===== src/rtl/core/dts_pkg.sv =====
// Shared types and constants for the digit-driven table shuffle.
package dts_pkg;

    // Item actions carried in the input transaction.
    typedef enum logic [1:0] {
        ACT_START = 2'd0,
        ACT_DIGIT = 2'd1,
        ACT_READ  = 2'd2,
        ACT_NOP   = 2'd3
    } t_action;

    // Table read address sources.
    typedef enum logic [1:0] {
        RD_INDEX = 2'd0,
        RD_POS   = 2'd1,
        RD_SWAP  = 2'd2
    } t_rd_sel;

    // Input transaction payload.
    typedef struct packed {
        t_action     action;
        logic [3:0]  digit;
        logic [7:0]  read_index;
    } t_dts_in;

    // Output transaction payload.
    typedef struct packed {
        logic [7:0]  entry_value;
        logic        draw_accepted;
        logic        draw_rejected;
        logic        shuffle_done;
        logic [8:0]  current_position;
    } t_dts_out;

    // Commands from the controller to the datapath.
    typedef struct packed {
        logic    take;
        logic    start;
        logic    gather;
        logic    div_step;
        logic    reject;
        logic    rd_en;
        t_rd_sel rd_sel;
        logic    cap_entry;
        logic    cap_swap;
        logic    wr_pos;
        logic    wr_swap;
        logic    emit;
    } t_dts_cmd;

    // Status from the datapath to the controller.
    typedef struct packed {
        t_action action;
        logic    digit_live;
        logic    draw_full;
        logic    div_last;
        logic    draw_ok;
        logic    out_free;
    } t_dts_sts;

    // Fixed widths and constants.
    localparam int POS_W     = 9;
    localparam int ACC_W     = 10;
    localparam int DIV_STEPS = ACC_W;
    localparam logic [3:0]  MAX_DIGIT  = 4'd9;
    localparam logic [8:0]  MOD_ONE    = 9'd10;
    localparam logic [8:0]  MOD_TWO    = 9'd100;
    localparam logic [10:0] RANGE_ONE  = 11'd10;
    localparam logic [10:0] RANGE_TWO  = 11'd100;
    localparam logic [10:0] RANGE_THR  = 11'd1000;
    localparam logic [8:0]  SIZE_MIN   = 9'd2;
    localparam logic [8:0]  SIZE_RESET = 9'd256;

endpackage


===== src/rtl/core/dts_ctrl.sv =====
// Controller state machine that sequences each transaction of the shuffle.
module dts_ctrl (
    input  logic              i_clk,
    input  logic              i_rst_n,
    input  logic              i_in_valid,
    input  dts_pkg::t_dts_sts i_sts,
    output logic              o_in_stall,
    output dts_pkg::t_dts_cmd o_cmd
);
    import dts_pkg::*;

    typedef enum logic [8:0] {
        S_IDLE   = 9'b000000001,
        S_DECODE = 9'b000000010,
        S_RDWAIT = 9'b000000100,
        S_DIV    = 9'b000001000,
        S_CHECK  = 9'b000010000,
        S_RDJ    = 9'b000100000,
        S_WRP    = 9'b001000000,
        S_WRJ    = 9'b010000000,
        S_DONE   = 9'b100000000
    } t_state;

    t_state r_state;
    t_state n_state;

    // Next state and command decode.
    always_comb begin
        n_state = r_state;
        o_cmd   = '0;
        unique case (r_state)
            S_IDLE: begin
                if (i_in_valid) begin
                    o_cmd.take = 1'b1;
                    n_state    = S_DECODE;
                end
            end
            S_DECODE: begin
                n_state = S_DONE;
                unique case (i_sts.action)
                    ACT_START: begin
                        o_cmd.start = 1'b1;
                    end
                    ACT_DIGIT: begin
                        if (i_sts.digit_live) begin
                            o_cmd.gather = 1'b1;
                            if (i_sts.draw_full) begin
                                n_state = S_DIV;
                            end
                        end
                    end
                    ACT_READ: begin
                        o_cmd.rd_en  = 1'b1;
                        o_cmd.rd_sel = RD_INDEX;
                        n_state      = S_RDWAIT;
                    end
                    default: begin
                        n_state = S_DONE;
                    end
                endcase
            end
            S_RDWAIT: begin
                o_cmd.cap_entry = 1'b1;
                n_state         = S_DONE;
            end
            S_DIV: begin
                o_cmd.div_step = 1'b1;
                if (i_sts.div_last) begin
                    n_state = S_CHECK;
                end
            end
            S_CHECK: begin
                if (i_sts.draw_ok) begin
                    o_cmd.rd_en  = 1'b1;
                    o_cmd.rd_sel = RD_POS;
                    n_state      = S_RDJ;
                end else begin
                    o_cmd.reject = 1'b1;
                    n_state      = S_DONE;
                end
            end
            S_RDJ: begin
                // Entry at the position is on the read port; fetch the partner.
                o_cmd.cap_swap = 1'b1;
                o_cmd.rd_en    = 1'b1;
                o_cmd.rd_sel   = RD_SWAP;
                n_state        = S_WRP;
            end
            S_WRP: begin
                o_cmd.wr_pos = 1'b1;
                n_state      = S_WRJ;
            end
            S_WRJ: begin
                o_cmd.wr_swap = 1'b1;
                n_state       = S_DONE;
            end
            S_DONE: begin
                if (i_sts.out_free) begin
                    o_cmd.emit = 1'b1;
                    n_state    = S_IDLE;
                end
            end
            default: begin
                n_state = S_IDLE;
            end
        endcase
    end

    // State register.
    always_ff @(posedge i_clk) begin
        if (!i_rst_n) begin
            r_state <= S_IDLE;
        end else begin
            r_state <= n_state;
        end
    end

    assign o_in_stall = (r_state != S_IDLE);

endmodule


===== src/rtl/core/dts_dpath.sv =====
// Datapath: shuffle state, digit gathering, remainder unit, table memory and output register.
module dts_dpath #(
    parameter int TABLE_DEPTH = 256
) (
    input  logic              i_clk,
    input  logic              i_rst_n,
    input  dts_pkg::t_dts_in  i_in_data,
    input  logic              i_out_stall,
    input  logic              i_cfg_wr_en,
    input  logic [8:0]        i_cfg_wr_data,
    input  dts_pkg::t_dts_cmd i_cmd,
    output dts_pkg::t_dts_sts o_sts,
    output logic              o_out_valid,
    output dts_pkg::t_dts_out o_out_data
);
    import dts_pkg::*;

    localparam int AW = (TABLE_DEPTH > 1) ? $clog2(TABLE_DEPTH) : 1;
    localparam logic [POS_W-1:0] DEPTH_W = POS_W'(TABLE_DEPTH);

    // Control state.
    logic [8:0]              r_size;
    logic [POS_W-1:0]        r_pos;
    logic [ACC_W-1:0]        r_acc;
    logic [1:0]              r_gath;
    logic                    r_fin;
    logic [TABLE_DEPTH-1:0]  r_vld;
    logic                    r_out_vld;

    // Payload state.
    t_dts_in                 r_item;
    logic [ACC_W-1:0]        r_x;
    logic [POS_W-1:0]        r_rem;
    logic [ACC_W-1:0]        r_dvd;
    logic [3:0]              r_dcnt;
    logic [7:0]              r_tp;
    logic [7:0]              r_entry;
    logic                    r_acc_f;
    logic                    r_rej_f;
    t_dts_out                r_out;
    logic [7:0]              r_mem [TABLE_DEPTH];
    logic [7:0]              r_mem_q;
    logic                    r_rd_vld;
    logic [AW-1:0]           r_rd_addr;

    // Next values and helpers.
    logic [POS_W-1:0]        eff_size;
    logic [POS_W-1:0]        modulus;
    logic [1:0]              need;
    logic [10:0]             range_lim;
    logic [ACC_W-1:0]        n_acc;
    logic [1:0]              n_gath;
    logic [POS_W-1:0]        n_pos;
    logic [ACC_W-1:0]        div_trial;
    logic                    div_ge;
    logic [POS_W-1:0]        n_rem;
    logic [10:0]             draw_top;
    logic [AW-1:0]           rd_addr;
    logic [7:0]              rd_val;
    logic                    idx_in_range;
    logic                    mem_we;
    logic [AW-1:0]           mem_wa;
    logic [7:0]              mem_wd;

    // Effective table size, clamped to the usable range.
    always_comb begin
        if (r_size < SIZE_MIN) begin
            eff_size = SIZE_MIN;
        end else if (r_size > DEPTH_W) begin
            eff_size = DEPTH_W;
        end else begin
            eff_size = r_size;
        end
    end

    // Modulus for the current position and the digit count and range it calls for.
    assign modulus = r_pos + POS_W'(1);
    always_comb begin
        if (modulus <= MOD_ONE) begin
            need      = 2'd1;
            range_lim = RANGE_ONE;
        end else if (modulus <= MOD_TWO) begin
            need      = 2'd2;
            range_lim = RANGE_TWO;
        end else begin
            need      = 2'd3;
            range_lim = RANGE_THR;
        end
    end

    // Digit gathering: accumulator times ten plus the new digit.
    assign n_acc  = ACC_W'({r_acc, 3'b000} + {r_acc, 1'b0} + ACC_W'(r_item.digit));
    assign n_gath = r_gath + 2'd1;
    assign n_pos  = r_pos + POS_W'(1);

    // One restoring remainder step per cycle.
    assign div_trial = {r_rem, r_dvd[ACC_W-1]};
    assign div_ge    = (div_trial >= {1'b0, modulus});
    assign n_rem     = div_ge ? POS_W'(div_trial - {1'b0, modulus}) : div_trial[POS_W-1:0];

    // The draw is unbiased when the next multiple of the modulus stays within the range.
    assign draw_top = 11'(r_x) - 11'(r_rem) + 11'(modulus);

    // Table read port address.
    always_comb begin
        case (i_cmd.rd_sel)
            RD_INDEX: rd_addr = r_item.read_index[AW-1:0];
            RD_POS:   rd_addr = r_pos[AW-1:0];
            RD_SWAP:  rd_addr = r_rem[AW-1:0];
            default:  rd_addr = r_pos[AW-1:0];
        endcase
    end

    // An entry never written since start reads as its own index.
    assign rd_val       = r_rd_vld ? r_mem_q : 8'(r_rd_addr);
    assign idx_in_range = ({1'b0, r_item.read_index} < DEPTH_W);

    // Table write port: the position entry first, then its partner.
    assign mem_we = i_cmd.wr_pos | i_cmd.wr_swap;
    assign mem_wa = i_cmd.wr_swap ? r_rem[AW-1:0] : r_pos[AW-1:0];
    assign mem_wd = i_cmd.wr_swap ? r_tp : rd_val;

    // Table memory with a registered read.
    always_ff @(posedge i_clk) begin
        if (mem_we) begin
            r_mem[mem_wa] <= mem_wd;
        end
        if (i_cmd.rd_en) begin
            r_mem_q   <= r_mem[rd_addr];
            r_rd_vld  <= r_vld[rd_addr];
            r_rd_addr <= rd_addr;
        end
    end

    // Written flags for the table; reset and start restore the identity.
    always_ff @(posedge i_clk) begin
        if (!i_rst_n || i_cmd.start) begin
            r_vld <= '0;
        end else if (mem_we) begin
            r_vld[mem_wa] <= 1'b1;
        end
    end

    // Configuration register.
    always_ff @(posedge i_clk) begin
        if (!i_rst_n) begin
            r_size <= SIZE_RESET;
        end else if (i_cfg_wr_en) begin
            r_size <= i_cfg_wr_data;
        end
    end

    // Shuffle control state: position, gathering and finished flag.
    always_ff @(posedge i_clk) begin
        if (!i_rst_n) begin
            r_pos  <= POS_W'(1);
            r_acc  <= '0;
            r_gath <= '0;
            r_fin  <= 1'b0;
        end else if (i_cmd.take) begin
            // A lowered size can finish the shuffle before this transaction.
            r_fin <= r_fin | (r_pos >= eff_size);
        end else if (i_cmd.start) begin
            r_pos  <= POS_W'(1);
            r_acc  <= '0;
            r_gath <= '0;
            r_fin  <= 1'b0;
        end else if (i_cmd.gather) begin
            if (n_gath >= need) begin
                r_acc  <= '0;
                r_gath <= '0;
            end else begin
                r_acc  <= n_acc;
                r_gath <= n_gath;
            end
        end else if (i_cmd.wr_swap) begin
            r_pos <= n_pos;
            if (n_pos >= eff_size) begin
                r_fin <= 1'b1;
            end
        end
    end

    // Transaction payload, remainder unit and swap holding register.
    always_ff @(posedge i_clk) begin
        if (i_cmd.take) begin
            r_item  <= i_in_data;
            r_entry <= '0;
            r_acc_f <= 1'b0;
            r_rej_f <= 1'b0;
        end
        if (i_cmd.gather) begin
            r_x    <= n_acc;
            r_dvd  <= n_acc;
            r_rem  <= '0;
            r_dcnt <= '0;
        end
        if (i_cmd.div_step) begin
            r_rem  <= n_rem;
            r_dvd  <= {r_dvd[ACC_W-2:0], 1'b0};
            r_dcnt <= r_dcnt + 4'd1;
        end
        if (i_cmd.reject) begin
            r_rej_f <= 1'b1;
        end
        if (i_cmd.cap_entry) begin
            r_entry <= idx_in_range ? rd_val : 8'd0;
        end
        if (i_cmd.cap_swap) begin
            r_tp <= rd_val;
        end
        if (i_cmd.wr_swap) begin
            r_acc_f <= 1'b1;
        end
    end

    // Output register; it frees up when the receiver takes the transaction.
    always_ff @(posedge i_clk) begin
        if (!i_rst_n) begin
            r_out_vld <= 1'b0;
        end else if (i_cmd.emit) begin
            r_out_vld <= 1'b1;
        end else if (!i_out_stall) begin
            r_out_vld <= 1'b0;
        end
    end

    always_ff @(posedge i_clk) begin
        if (i_cmd.emit) begin
            r_out.entry_value      <= r_entry;
            r_out.draw_accepted    <= r_acc_f;
            r_out.draw_rejected    <= r_rej_f;
            r_out.shuffle_done     <= r_fin;
            r_out.current_position <= r_pos;
        end
    end

    // Status back to the controller.
    assign o_sts.action     = r_item.action;
    assign o_sts.digit_live = !r_fin && (r_item.digit <= MAX_DIGIT);
    assign o_sts.draw_full  = (n_gath >= need);
    assign o_sts.div_last   = (r_dcnt == 4'(DIV_STEPS - 1));
    assign o_sts.draw_ok    = (draw_top <= range_lim);
    assign o_sts.out_free   = !r_out_vld || !i_out_stall;

    assign o_out_valid = r_out_vld;
    assign o_out_data  = r_out;

endmodule


===== src/rtl/core/digit_driven_table_shuffle.sv =====
// Top level of the digit-driven table shuffle (Fisher-Yates with rejection sampling).
//
//   Channel   Direction  Handshake                     Payload
//   input     in         i_in_valid / o_in_stall       i_in_data  (action, digit, read_index)
//   output    out        o_out_valid / i_out_stall     o_out_data (entry, flags, position)
//   config    in         i_cfg_wr_en                   i_cfg_wr_data (table_size)
//
// One transaction is in work at a time; the next is taken once the result is in the
// output register. A read waits for the registered table read before its capture.
// A digit that completes a draw runs a 10-step remainder loop, one bit per cycle,
// then checks the range; a rejection ends there, and an acceptance goes on to
// a read-read-write-write swap on the table's one read port and one write port.
// Reset is synchronous and active low and leaves an identity table; no clearing pass.
// A stalled output holds its transaction; the block keeps working on the next one.
module digit_driven_table_shuffle #(
    parameter int TABLE_DEPTH = 256
) (
    input  logic              i_clk,
    input  logic              i_rst_n,
    input  logic              i_in_valid,
    output logic              o_in_stall,
    input  dts_pkg::t_dts_in  i_in_data,
    output logic              o_out_valid,
    input  logic              i_out_stall,
    output dts_pkg::t_dts_out o_out_data,
    input  logic              i_cfg_wr_en,
    input  logic [8:0]        i_cfg_wr_data
);
    import dts_pkg::*;

    t_dts_cmd cmd;
    t_dts_sts sts;

    // Sequencer.
    dts_ctrl u_ctrl (
        .i_clk      (i_clk),
        .i_rst_n    (i_rst_n),
        .i_in_valid (i_in_valid),
        .i_sts      (sts),
        .o_in_stall (o_in_stall),
        .o_cmd      (cmd)
    );

    // Table, arithmetic and output register.
    dts_dpath #(
        .TABLE_DEPTH (TABLE_DEPTH)
    ) u_dpath (
        .i_clk         (i_clk),
        .i_rst_n       (i_rst_n),
        .i_in_data     (i_in_data),
        .i_out_stall   (i_out_stall),
        .i_cfg_wr_en   (i_cfg_wr_en),
        .i_cfg_wr_data (i_cfg_wr_data),
        .i_cmd         (cmd),
        .o_sts         (sts),
        .o_out_valid   (o_out_valid),
        .o_out_data    (o_out_data)
    );

endmodule


===== config.mk =====
export PLATFORM = sky130hd
export DESIGN_NAME = digit_driven_table_shuffle
export DESIGN_NICKNAME = d
export VERILOG_FILES = /design/src/rtl/core/dts_pkg.sv /design/src/rtl/core/dts_ctrl.sv /design/src/rtl/core/dts_dpath.sv /design/src/rtl/core/digit_driven_table_shuffle.sv
export SDC_FILE = /design/constraint.sdc
export NUM_CORES = 2
export LEC_CHECK = 0
export BUFFER_PORTS_ARGS = -buffer_cell sky130_fd_sc_hd__buf_4
export CORE_UTILIZATION = 49
export CTS_CLUSTER_DIAMETER = 150
export DETAILED_ROUTE_END_ITERATION = 12
export PLACE_DENSITY = 0.63
export SLEW_MARGIN = 30
export SYNTH_ARGS = -nofsm -noshare
export SYNTH_HDL_FRONTEND = slang
export SYNTH_SLANG_ARGS = --single-unit

===== constraint.sdc =====
create_clock -name i_clk -period 19.8 [get_ports i_clk]
set_input_delay 3.96 -clock i_clk [delete_from_list [all_inputs] [get_ports i_clk]]
set_output_delay 3.96 -clock i_clk [all_outputs]
set_load 0.03 [all_outputs]

==> metrics.csv <==
metric,value,unit
worstPathRequired,20.45,ns
yosys-top-cells-count,"edfxtp_1 (2,147), nand2_1 (1,473), nor2_1 (946), nand3_1 (521), mux2i_1 (379)",
rsz0062_at_grt,no,
avgRoutedWirePerCell,28.5,um
io_buffers,49,
async_reset_ff_frac,0,
ys_types,98,
drc,0,
antenna_found_initial,15,
grt_use_total,0.290,
final_cells,10500,
cp.arrival,11.57,ns
syn_avg_cell_area,12.8,um^2
preCtsSetupSlack,9.06,ns
syn-instance-count,7701,
setup_violations,0,
drv_slew,0,
htree_levels,4,
cts_tree,done,
wirelength,300,mm
synth_warnings,0,
num_io_pins,50,
dieHeight,451,um
cts.clk_slew.worst_paths,0.06,ns
synth.most_common_cell,edfxtp_1,
cts_setup_buffers,0,
max_cap_violations,0,
worstSetupEndpointType,register,
period_needed,10.92,ns
hold_class,register to register,
syn2layout_area_growth,11.1,%
synthFlopType,edfxtp_1,
yosysSeqAreaShare,0.712,
clk_latency,0.90,ns
criticalPathCategory,register to register,
status,completed,
root_buffer,clkbuf_16,
dieArea,204000,um^2
fin_setup_tns,0,ns
total_power,0.0114,W
drt_iter0_drc,9452,
cts_buffer_depth,3,
timing.rr.end,u_dpath.r_mem_q[7],
gr-total-overflow,0,
postCtsHoldBufs,0,
cts_resized,0,
dp_cells,10100,
min_path_cells,0,
fp.coreArea,200000,um^2
critical_path.max_fanout,70,
syn-cell-area,98900,um^2
dieWidth,451,um
synthTopCellsByArea,"edfxtp_1 (65%), dfxtp_1 (6.1%), nand2_1 (5.6%)",
timing.final.crit_share,0.552,
hold_end,u_dpath.o_out_data[12],
drive_gt1_frac,0.0965,
r2r_start,u_dpath.r_pos[0],
hpwlAfterDp,178,mm
synth-edff-count,2147,
r2r_cells,28,
cpLargestDelayFamily,simple AND/OR/NAND/NOR gates,
rows,164,
synth_nets,7811,
startpoint_type,register,
worstHoldStart,u_dpath.r_entry[0],
fin_util,0.549,
worst-path-buf-inv,4,
grt_pass1_wl,432,mm
gp_congestion,0.898,
vias,65000,
fin_nets,7767,
grt_pass1_vias,60600,
via_per_inst,6.17,
skew,0.0456,ns
ir_drop,0.000100,V
r2r_slack,8.88,ns
cts_made_buffers,241,
ys_ff_latch,2446,
worst_slew_pin_slew,1.17,ns
hold_viol_final,0,
initial_core_util,0.494,
drtAntennaViolNets,0,
grt_max_degree,225,
first_pass_iters,6,
max_slew_margin,0.221,
powerDensity,104,nW/um^2
numClockSinks,2446,
yosysTopAreaCellShare,0.652,
yosysTopAreaCell,edfxtp_1,
fmax,0.0916,GHz
leakage,37.3,nW
crit_path_top_delay_cell,nor4_1,
setup_ws,8.88,ns
slowest_delay,0.98,ns
[cells in the final DEF (no fill, tap or decap), types with 12 or more instances in the layout]
master,netlist,layout
a221oi_1,33,33
xnor2_1,30,30
nand2_1,1473,1457
nand4_1,53,53
nor2_1,946,850
clkinv_2,1,41
o21ai_1,13,17
nor3_1,53,48
and3_1,69,69
clkbuf_1,139,80
nor4_1,41,33
o22ai_1,155,155
dfxtp_1,299,299
nor2_2,0,95
nand3_1,521,519
clkbuf_8,0,42
fa_1,12,12
bufinv_16,0,15
a31oi_1,106,106
inv_1,59,59
o211ai_1,24,24
ha_1,70,70
mux2_2,15,15
a32oi_1,31,31
a21oi_1,195,186
a22oi_1,29,29
a21o_1,18,18
mux2i_1,379,376
buf_4,78,164
o21ai_0,172,165
a311oi_1,38,38
edfxtp_1,2147,2147
clkbuf_16,0,247
o2111ai_1,29,29
[how the worst max path moves through the flow]
stage / startpoint / endpoint / slack (ns) / cells past startpoint
after floorplan: u_ctrl.r_state[0] / u_dpath.r_mem[0][6] / 9.84 / 5
after global placement: u_dpath.r_pos[0] / u_dpath.r_mem_q[4] / 8.98 / 28
after detailed placement: u_dpath.r_pos[0] / u_dpath.r_rd_vld / 9.06 / 28
after CTS: u_dpath.r_pos[0] / u_dpath.r_mem_q[7] / 9.00 / 28
after global routing: u_dpath.r_pos[0] / u_dpath.r_mem_q[7] / 8.59 / 28
final: u_dpath.r_pos[0] / u_dpath.r_mem_q[7] / 8.88 / 28
[power breakdown]
part	leakage, nW	switching [W]	internal [W]
Combinational	11.6	0.000874	0.000299
Clock	3.96	0.00199	0.00266
Sequential	21.7	0.00000934	0.00558
[state kept, by name (all words and copies together) (netlist names), 9 cells and up]
signal,cells
u_dpath.r_pos,9
u_dpath.r_dvd,10
u_dpath.r_rem,9
u_dpath.r_mem,2048
u_dpath.r_size,9
u_dpath.r_x,10
u_dpath.r_acc,9
u_dpath.r_item,12
u_dpath.r_vld,256
u_dpath.o_out_data,20
u_ctrl.r_state,9
[logic make-up (layout without fill, tap and decap cells)]
kind of cell | count (synthesis) | count (layout) | synth area share
muxes | 396 | 396 | 0.0405
AOI/OAI and AO/OA | 977 | 977 | 0.0654
buffers and inverters | 537 | 714 | 0.0302
and+or+nand+nor | 3224 | 3224 | 0.137
xor gates and xnor gates | 39 | 39 | 0.00345
adders and majority gates | 82 | 82 | 0.0113
other | 0 | 4 | 0
DFF | 2446 | 2446 | 0.712
[through the flow]
stage               instance area [um^2]  hold WS (ns)
global route                      110000         0.429
detailed placement                101000         0.407
global placement                  101000         0.408
CTS                               110000         0.421
finish                            110000         0.419
floorplan                          98900         0.400
[per-layer routing]
metal | track usage | share of wire | up-vias | routed length [um]
met3 | 0.0530 | 0.10 | 562 | 31000
met4 | 0.113 | 0.041 | 6 | 12400
li1 | - | - | 28200 | -
met5 | 0 | 0.00011 | - | 34
met1 | 0.412 | 0.40 | 32600 | 120000
met2 | 0.444 | 0.45 | 3682 | 136000
[final cells by class]
class | instances | area [um^2]
flip-flops and latches | 2446 | 70500
clock buffers | 369 | 7060
diodes | 4 | 10.0
clock inverters | 95 | 1060
multi-input cells | 4718 | 26100
fillers | 16300 | 90200
well taps | 2656 | 3320
inverters | 67 | 294
repair buffers | 183 | 1590
(Power assumes the default switching activity.)
